File: config.mk
export PLATFORM = sky130hd
export DESIGN_NAME = parent_array_tree_table_core
export DESIGN_NICKNAME = d
export VERILOG_FILES = /design/src/rtl/pat_pkg.sv /design/src/rtl/pat_mem.sv /design/src/rtl/pat_ctrl.sv /design/src/rtl/parent_array_tree_table_core.sv
export SDC_FILE = /design/constraint.sdc
export NUM_CORES = 1
export LEC_CHECK = 0
export BUFFER_PORTS_ARGS = -buffer_cell sky130_fd_sc_hd__buf_2
export CAP_MARGIN = 30
export CORE_ASPECT_RATIO = 1.5
export CORE_MARGIN = 2
export CORE_UTILIZATION = 47
export CTS_CLUSTER_DIAMETER = 120
export DETAILED_ROUTE_END_ITERATION = 8
export PLACE_DENSITY = 0.65
export RECOVER_POWER = 25
export SLEW_MARGIN = 20
export SYNTH_ARGS = -nofsm -noshare
export SYNTH_HDL_FRONTEND = slang
export SYNTH_SLANG_ARGS = --single-unit
export TNS_END_PERCENT = 1
File: constraint.sdc
create_clock -name clk -period 10.3 [get_ports clk]
set_clock_uncertainty 0.05 [all_clocks]
set_input_delay 2.575 -clock clk [delete_from_list [all_inputs] [get_ports clk]]
set_output_delay 2.575 -clock clk [all_outputs]
set_load 0.02 [all_outputs]
File: src/rtl/pat_pkg.sv
package pat_pkg;

  localparam int SLOTS  = 64;
  localparam int SLOT_W = $clog2(SLOTS);
  localparam int CNT_W  = $clog2(SLOTS + 1);

  localparam logic [1:0] STS_OK   = 2'd0;
  localparam logic [1:0] STS_BAD  = 2'd1;
  localparam logic [1:0] STS_NONE = 2'd2;

  localparam logic [6:0] REF_NONE = 7'h7f;
  localparam logic [7:0] CUR_NONE = 8'hff;

  typedef enum logic [2:0] {
    FN_ADD     = 3'd0,
    FN_PRUNE   = 3'd1,
    FN_SUBTREE = 3'd2,
    FN_CHILD   = 3'd3,
    FN_PARENT  = 3'd4
  } func_t;

  typedef enum logic [2:0] {
    ST_IDLE,
    ST_ADD,
    ST_MARK,
    ST_CHILD,
    ST_READ,
    ST_DONE
  } state_t;

  typedef struct packed {
    logic [7:0]  cursor;
    logic [31:0] elem_id;
    logic [6:0]  node_ref;
    logic [2:0]  func;
  } req_t;

  typedef struct packed {
    logic [7:0] next_cursor;
    logic [6:0] node_count;
    logic [6:0] ref_out;
    logic [1:0] status;
  } res_t;

  typedef struct packed {
    logic [31:0]       elem;
    logic [SLOT_W-1:0] parent;
  } node_word_t;

  function automatic logic [6:0] sat_count(input logic [CNT_W-1:0] c);
    if (int'(c) > 127) begin
      return 7'h7f;
    end
    return 7'(c);
  endfunction

endpackage

File: src/rtl/pat_mem.sv
module pat_mem (
  input  logic                       clk,
  input  logic                       we,
  input  logic [pat_pkg::SLOT_W-1:0] waddr,
  input  pat_pkg::node_word_t        wdata,
  input  logic [pat_pkg::SLOT_W-1:0] raddr,
  output pat_pkg::node_word_t        rdata
);
  import pat_pkg::*;

  node_word_t mem [SLOTS];

  always_ff @(posedge clk) begin
    if (we) begin
      mem[waddr] <= wdata;
    end
    rdata <= mem[raddr];
  end

endmodule

File: src/rtl/pat_ctrl.sv
module pat_ctrl (
  input  logic                       clk,
  input  logic                       rst,
  input  logic                       start,
  input  pat_pkg::req_t              req,
  output logic                       idle,
  output logic                       res_valid,
  input  logic                       res_ready,
  output pat_pkg::res_t              res,
  output logic                       we,
  output logic [pat_pkg::SLOT_W-1:0] waddr,
  output pat_pkg::node_word_t        wdata,
  output logic [pat_pkg::SLOT_W-1:0] raddr,
  input  pat_pkg::node_word_t        rdata
);
  import pat_pkg::*;

  localparam logic [SLOT_W-1:0] LAST = SLOT_W'(SLOTS - 1);

  state_t            state, state_next;
  logic [SLOT_W-1:0] idx, idx_next;
  logic              chg, chg_next;
  logic [CNT_W-1:0]  cnt, cnt_next;
  logic [CNT_W-1:0]  occ, occ_next;
  logic [SLOTS-1:0]  used, used_next;
  logic [SLOTS-1:0]  in_set, in_set_next;
  req_t              cur, cur_next;
  res_t              res_next;

  logic [SLOT_W-1:0] node_i;
  logic [SLOT_W-1:0] cur_i;
  logic              node_ok;
  logic              cursor_ok;
  logic              hit;

  always_ff @(posedge clk) begin
    if (rst) begin
      state <= ST_IDLE;
      used  <= '0;
      occ   <= '0;
    end else begin
      state <= state_next;
      used  <= used_next;
      occ   <= occ_next;
    end
  end

  always_ff @(posedge clk) begin
    idx    <= idx_next;
    chg    <= chg_next;
    cnt    <= cnt_next;
    in_set <= in_set_next;
    cur    <= cur_next;
    res    <= res_next;
  end

  assign idle      = (state == ST_IDLE);
  assign res_valid = (state == ST_DONE);
  assign raddr     = idx_next;
  assign node_i    = SLOT_W'(req.node_ref);
  assign cur_i     = SLOT_W'(req.cursor[6:0]);
  assign node_ok   = (int'(req.node_ref) < SLOTS);
  assign cursor_ok = !req.cursor[7] && (int'(req.cursor[6:0]) < SLOTS);
  assign hit       = used[idx] && !in_set[idx] && in_set[rdata.parent];

  always_comb begin
    state_next  = state;
    idx_next    = idx;
    chg_next    = chg;
    cnt_next    = cnt;
    occ_next    = occ;
    used_next   = used;
    in_set_next = in_set;
    cur_next    = cur;
    res_next    = res;
    we          = 1'b0;
    waddr       = idx;
    wdata       = '{elem: cur.elem_id, parent: SLOT_W'(cur.node_ref)};

    unique case (state)
      ST_IDLE: begin
        if (start) begin
          cur_next = req;
          res_next = '{next_cursor: 8'd0, node_count: 7'd0,
                       ref_out: REF_NONE, status: STS_BAD};
          state_next = ST_DONE;
          unique case (func_t'(req.func))
            FN_ADD: begin
              if (node_ok && (int'(occ) < SLOTS) && (used[node_i] || occ == '0)) begin
                idx_next   = '0;
                state_next = ST_ADD;
              end
            end
            FN_PRUNE, FN_SUBTREE: begin
              if (node_ok) begin
                res_next.status = STS_OK;
                if (used[node_i]) begin
                  in_set_next         = '0;
                  in_set_next[node_i] = 1'b1;
                  cnt_next            = CNT_W'(1);
                  chg_next            = 1'b0;
                  idx_next            = '0;
                  state_next          = ST_MARK;
                end
              end
            end
            FN_CHILD: begin
              res_next.next_cursor = req.cursor;
              if (cursor_ok && node_ok && used[node_i]) begin
                res_next.status      = STS_NONE;
                res_next.next_cursor = CUR_NONE;
                idx_next             = cur_i;
                state_next           = ST_CHILD;
              end
            end
            FN_PARENT: begin
              if (node_ok && used[node_i]) begin
                idx_next   = node_i;
                state_next = ST_READ;
              end
            end
            default: begin
            end
          endcase
        end
      end

      ST_ADD: begin
        if (!used[idx]) begin
          we               = 1'b1;
          used_next[idx]   = 1'b1;
          occ_next         = occ + CNT_W'(1);
          res_next.status  = STS_OK;
          res_next.ref_out = 7'(idx);
          state_next       = ST_DONE;
        end else begin
          idx_next = idx + SLOT_W'(1);
        end
      end

      ST_MARK: begin
        if (hit) begin
          in_set_next[idx] = 1'b1;
          cnt_next         = cnt + CNT_W'(1);
        end
        if (idx == LAST) begin
          if (chg || hit) begin
            idx_next = '0;
            chg_next = 1'b0;
          end else begin
            res_next.node_count = sat_count(cnt);
            if (func_t'(cur.func) == FN_PRUNE) begin
              used_next = used & ~in_set;
              occ_next  = (occ >= cnt) ? occ - cnt : '0;
            end
            state_next = ST_DONE;
          end
        end else begin
          idx_next = idx + SLOT_W'(1);
          if (hit) begin
            chg_next = 1'b1;
          end
        end
      end

      ST_CHILD: begin
        if (used[idx] && rdata.parent == SLOT_W'(cur.node_ref)) begin
          res_next.status      = STS_OK;
          res_next.ref_out     = 7'(idx);
          res_next.next_cursor = 8'({1'b0, idx} + (SLOT_W + 1)'(1));
          state_next           = ST_DONE;
        end else if (idx == LAST) begin
          state_next = ST_DONE;
        end else begin
          idx_next = idx + SLOT_W'(1);
        end
      end

      ST_READ: begin
        res_next.status  = STS_OK;
        res_next.ref_out = 7'(rdata.parent);
        state_next       = ST_DONE;
      end

      ST_DONE: begin
        if (res_ready) begin
          state_next = ST_IDLE;
        end
      end

      default: begin
        state_next = ST_IDLE;
      end
    endcase
  end

endmodule

File: src/rtl/parent_array_tree_table_core.sv
// Channel  Direction  tdata fields, lowest bit first
// s_axis   in         func[2:0], node_ref[9:3], elem_id[41:10], cursor[49:42], zero fill
// m_axis   out        status[1:0], ref_out[8:2], node_count[15:9], next_cursor[23:16]
//
// One request is worked on at a time; s_axis_tready is high only while the sequencer idles.
// Add and next child scan the slots in order, up to 64; prune and subtree size pass over
// the whole parent memory and need at most one pass more than the depth of the subtree.
// Reset is synchronous and frees all slots at once; a finished result waits in the output
// register while the next request is worked on; the next result waits until it is taken.
module parent_array_tree_table_core (
  input  logic        clk,
  input  logic        rst,
  input  logic        s_axis_tvalid,
  output logic        s_axis_tready,
  input  logic [55:0] s_axis_tdata,  // func, node_ref, elem_id, cursor, zero fill
  output logic        m_axis_tvalid,
  input  logic        m_axis_tready,
  output logic [23:0] m_axis_tdata   // status, ref_out, node_count, next_cursor
);
  import pat_pkg::*;

  req_t              req;
  res_t              res;
  logic              idle;
  logic              res_valid;
  logic              res_ready;
  logic              we;
  logic [SLOT_W-1:0] waddr;
  logic [SLOT_W-1:0] raddr;
  node_word_t        wdata;
  node_word_t        rdata;

  assign req           = s_axis_tdata[49:0];
  assign s_axis_tready = idle;
  assign res_ready     = !m_axis_tvalid || m_axis_tready;

  pat_ctrl u_ctrl (
    .clk       (clk),
    .rst       (rst),
    .start     (s_axis_tvalid && s_axis_tready),
    .req       (req),
    .idle      (idle),
    .res_valid (res_valid),
    .res_ready (res_ready),
    .res       (res),
    .we        (we),
    .waddr     (waddr),
    .wdata     (wdata),
    .raddr     (raddr),
    .rdata     (rdata)
  );

  pat_mem u_mem (
    .clk   (clk),
    .we    (we),
    .waddr (waddr),
    .wdata (wdata),
    .raddr (raddr),
    .rdata (rdata)
  );

  always_ff @(posedge clk) begin
    if (rst) begin
      m_axis_tvalid <= 1'b0;
    end else if (res_valid && res_ready) begin
      m_axis_tvalid <= 1'b1;
    end else if (m_axis_tready) begin
      m_axis_tvalid <= 1'b0;
    end
  end

  always_ff @(posedge clk) begin
    if (res_valid && res_ready) begin
      m_axis_tdata <= res;
    end
  end

endmodule

After elaboration in Yosys (flattened, before gate mapping)
Memory sizes are Yosys's and may differ from the RTL's. A register that Yosys moved wholly into a read port is not among the register bits. Index checks and enable logic that the tools add are counted.

Register bits after elaboration: 242. Memory bits (writable): 2432. Input bits: 60. Word-level logic and storage cells: 187. Memories: 1.

Memories: u_mem.mem (words 64, bits a word 38, rd ports 1, clocked after Yosys merged registers in 1, write ports 1, line pat_mem.sv:11) `node_word_t mem [SLOTS];`.

Add/subtract/negate cells: 5. Order comparisons: 9. Equality and inequality tests: 26. Mux-type cells: 90. Bitwise logic cells: 4. Reductions and logical operators: 36.

Operators by type and width (number): $mux 64 (9); $pmux 64 s2 (2); $or 64x64->64 (2); $mux 7 (12); $mux 6 (11); $and 64x64->64 (1); $not 64->64 (1); $pmux 6 s4 (2); $pmux 7 s2 (3); $pmux 9 s4 (1); $mux 3 (11); $bmux 1 s6 (4); $mux 24 (1); $mux 8 (3); $lt 6x7->1 const B (3); $lt 7x7->1 const B (3); $mux 1 (21); $mux 9 (2); $ne 2x1->1 const B (9); $pmux 3 s6 (1); $pmux 8 s2 (1); $add 7x1->7 const B (2); $logic_and 1x1->1 (13); $demux 1 s6 (2); 30 further kinds (50).

Depth between registers and ports, before layout
Word-level depth: 9. Depth in mapped cells: 22. Gate-level depth less buffers: 15.

Modules after synthesis
A second synthesis with hierarchy kept.

Cell total of the unflattened synthesis: 5276. Area, all modules: 106492.1 um2.

By module, submodules not included: pat_mem (instances 1, cells an instance 3993, area an instance 93055.5 um2, sequential area each 73790.8 um2); pat_ctrl (instances 1, cells an instance 1253, area an instance 12654.6 um2, sequential area each 5715.5 um2); parent_array_tree_table_core (instances 1, cells an instance 30, area an instance 782.0 um2, sequential area each 740.7 um2).

Least setup slack after synthesis
Ideal clock, no wire load.

Path type: in2reg. Start point: in s_axis_tdata[7]. End point: reg u_ctrl.cnt[0] (enable). Arrival: 6.088 ns. Data required time: 9.819 ns. Path slack: 3.731 ns. Stages: 10. Path through: clkbuf_1 > or3b_2 > clkbuf_1 > a21oi_1 > nand3_1 > nand4_1 > o21bai_1 > clkbuf_1 > or4_1 > nand2_1.

Longest elaborated chain between the ends: 4.

Ends and longest elaborated chain: from (decl) (line parent_array_tree_table_core.sv:15) `input logic [55:0] s_axis_tdata,`; $bmux 1 s6 (line pat_ctrl.sv:97) `if (used[node_i]) begin`; $mux 1 (not written as such) (line pat_ctrl.sv:97); $ne 2x1->1 (no line); $reduce_and 6->1 (no line) *; to (signal assigned) (line pat_ctrl.sv:51) `cnt <= cnt_next;`; to (decl) (line pat_ctrl.sv:23) `logic [CNT_W-1:0] cnt, cnt_next;`.

Mark *: on every way between the ends. The rest lies on a longest branch, timed or not. The select of a mux whose other input is x is not followed. A chain may end at the register's enable or synchronous reset.

Worst setup path in the final report
Start point: in s_axis_tdata[3]. End point: reg, netlist name u_mem.rdata[3].

Longest elaborated chain between the ends: 8.

Ends and longest elaborated chain: $bmux 1 s6; $mux 1 (not written as such); $logic_or 1x1->1 (line pat_ctrl.sv:89) `if (node_ok && (int'(occ) < SLOTS) && (used[node_i] || occ == '0)) begin`; $logic_and 1x1->1 (line pat_ctrl.sv:89); $mux 6 (line pat_ctrl.sv:89); $pmux 6 s4 * (line pat_ctrl.sv:87) `unique case (func_t'(req.func))`; $mux 6 * (line pat_ctrl.sv:82) `if (start) begin`; $pmux 6 s4 * (line pat_ctrl.sv:80) `unique case (state)`.

Marked as above.

==> impl_metrics.toml <==
[outcome]
status = "complete, but fails checks"
violations = "capacitance limit, slew limit"

[synthesis]
yosys_warnings = 0
syn-num-nets = 2498
synth_area_leader_cell = "edfxtp_1"
synth_seq_cells = 600
synth_area_mm2 = 0.0283
syn_area_per_cell_um2 = 11.7
synth_edf_count = 513
yosysSeqAreaShare = 0.605
async_flop_share = 0
synth.area.top_cells = "edfxtp_1, dfxtp_1, mux2i_1"
ys_types = 83
yosysTopAreaCellShare = 0.544
syn_inst = 2426
ys_dominant_reg_cell = "edfxtp_1"

[placement]
pre_cts_slack_ps = 2150
place_congestion = 0.957
dpl.hpwl_um = 56000
placed_area_mm2 = 0.0295
portBuffers = 47

[detailed_routing]
antenna_left = 0
viasPerCell = 6.54
first_pass_iters = 6
drt_first_iter_violations = 2093
drc = 0
routed_wirelength_um = 87000
drt-wirelength-per-cell_um = 26.8
vias = 21200

[global_route]
antenna_found_initial = 2
grt_pass1_wl_um = 129000
gr-total-overflow = 0
grt_max_degree = 78
grtUsageTotal = 0.277
grt_pass1_vias = 20900

[clocking]
cts_tree = "yes"
post-cts-setup-buffers = 0
ctsHoldBuffers = 0
numCtsBuffers = 54
cts.clk_slew.worst_paths_ps = 70
htree_levels = 2
root_buffer = "clkbuf_16"
clk_path_buf_depth = 3
insertion_delay_ps = 630
cts_resized = 0
cts_sinks = 600

[die]
num_rows = 110
die_area_mm2 = 0.0623
dieHeight_um = 305
die_width_um = 204
design.portCount = 86
core_mm2 = 0.0599
start_util = 0.473

[finish]
finish.utilization = 0.522
fin_area_mm2 = 0.0313
seq_area_mm2 = 0.0172
nFillCells = 5140
final_common_cell = "edfxtp_1"
area_growth_pct = 10.3
final_net_count = 2489
drive_above_1_share = 0.115
multi_input_area_mm2 = 0.0104
final_cell_mix = "edfxtp_1, nand2_1, nor2_1"

[sta]
post-route-period-util = 0.742
slew_viol_final = 329
fmax_ghz = 0.131
tns_ps = 0
setup_ws_ps = 2660
setup_viol = 0
fin_crit_ps = 7640
grt_setup_unrepaired = "false"
tightest_slew_ps = 3180
report.final.hold_viol_count = 0
slew_headroom = -1.12

[critical_path]
critPathCapture = "u_mem.rdata[3]"
worstSetupStartpointType = "input port"
crit_type = "in2reg"
slowest_stage = "o31ai_4"
cp.required_ps = 10830
crit_start = "s_axis_tdata[3]"
r2r_cells = 15
r2r_end = "u_mem.rdata[3]"
crit_arrival_ps = 8170
reg2reg_from = "u_ctrl.wdata[3]"
cp_max_fo = 20
crit_path_end_kind = "flip-flop"
path_cells = "buf_2, buf_4, mux2i_1, a22oi_1, nand3_1, nand4_1, nor2_1, o31ai_1, nand3_1, o31ai_4, nor2_2, buf_6, buf_4, a32oi_1, nand2_1, a2111oi_0, mux2_2"
max_stage_delay_ps = 740
r2r_setup_slack_ps = 2750

[power_and_ir_drop]
ir_drop_uv = 162
p_leak_nw = 10.4
finalPower_w = 0.00773
powerDensity_mw_per_mm2 = 247

[flow_run]
drv_cap = 5

[hold_path]
hp-class = "reg2reg"
## worst max-delay path, delay by kind of cell
kind | cells | cell delay, ps
buffers and inverters | 4 | 1220
multiplexers | 2 | 430
AND/OR/NAND/NOR | 6 | 1420
AO/OA/AOI/OAI | 5 | 2480
## cell type report
cell class / instances / area share
sequential: 600 / 0.549
multi-input combinational: 1602 / 0.333
clock buffer: 75 / 0.0477
tap: 784 / 0.0314
timing repair buffer: 132 / 0.0276
clock inverter: 24 / 0.00781
inverter: 27 / 0.00340
antenna: 1 / 0.0000801
## per-layer routing
layer | wire, µm | GRT usage
met1 | 30800 | 0.325
met2 | 42600 | 0.460
met3 | 5930 | 0.0340
met4 | 7680 | 0.211
met5 | 8 | 0
## kinds of logic after synthesis
kind of cell | synth area share
muxes | 0.0766
xor gates and xnor gates | 0.00680
buffers and inverters | 0.0316
DFF | 0.605
and+or+nand+nor | 0.116
adders and majority gates | 0.00556
AOI/OAI and AO/OA | 0.158
## report_power, final
| part | switching (W) | total [W] | internal, W | leakage (nW) |
|---|---|---|---|---|
| logic | 0.00182 | 0.00266 | 0.000841 | 4.21 |
| registers | 0.000190 | 0.00307 | 0.00288 | 5.37 |
| clock network | 0.000910 | 0.00200 | 0.00109 | 0.845 |
## worst min-delay path by stage
stage	from	to	slack, ps	cells past startpoint
2_1_floorplan	u_ctrl.res[0]	m_axis_tdata[0]	350	0
3_3_place_gp	u_ctrl.res[3]	m_axis_tdata[3]	350	0
3_5_place_dp	u_ctrl.res[22]	m_axis_tdata[22]	350	0
4_1_cts	u_ctrl.res[3]	m_axis_tdata[3]	370	0
5_1_grt	u_ctrl.res[5]	m_axis_tdata[5]	370	0
6_report	u_ctrl.res[5]	m_axis_tdata[5]	370	0
## sequential cells by signal (all words and copies together) (netlist names)
signal,count
u_ctrl.waddr,6
u_ctrl.used,64
m_axis_tvalid,1
u_ctrl.cur,3
u_ctrl.cnt,7
u_ctrl.in_set,64
u_ctrl.state,3
u_ctrl.occ,7
u_ctrl.res,24
u_mem.mem,384
m_axis_tdata,24
u_ctrl.wdata,6
u_ctrl.chg,1
u_mem.rdata,6
## metrics by stage
step | hold WS (ps) | instances
2_1_floorplan | 350 | 2426
3_3_place_gp | 354 | 3114
3_5_place_dp | 355 | 3132
4_1_cts | 369 | 3231
5_1_grt | 375 | 3244
6_report | 367 | 3245
## synthesized netlist by cell type (48+ instances only)
cell	number
a31oi_1	57
edfxtp_1	513
a21oi_1	167
nand2_1	313
a32oi_1	64
mux2i_1	146
and3_1	48
a22oi_1	53
o22ai_1	67
nor2_1	193
dfxtp_1	87
o21ai_0	56
clkbuf_1	139
Power figures use the tool's default switching activity.
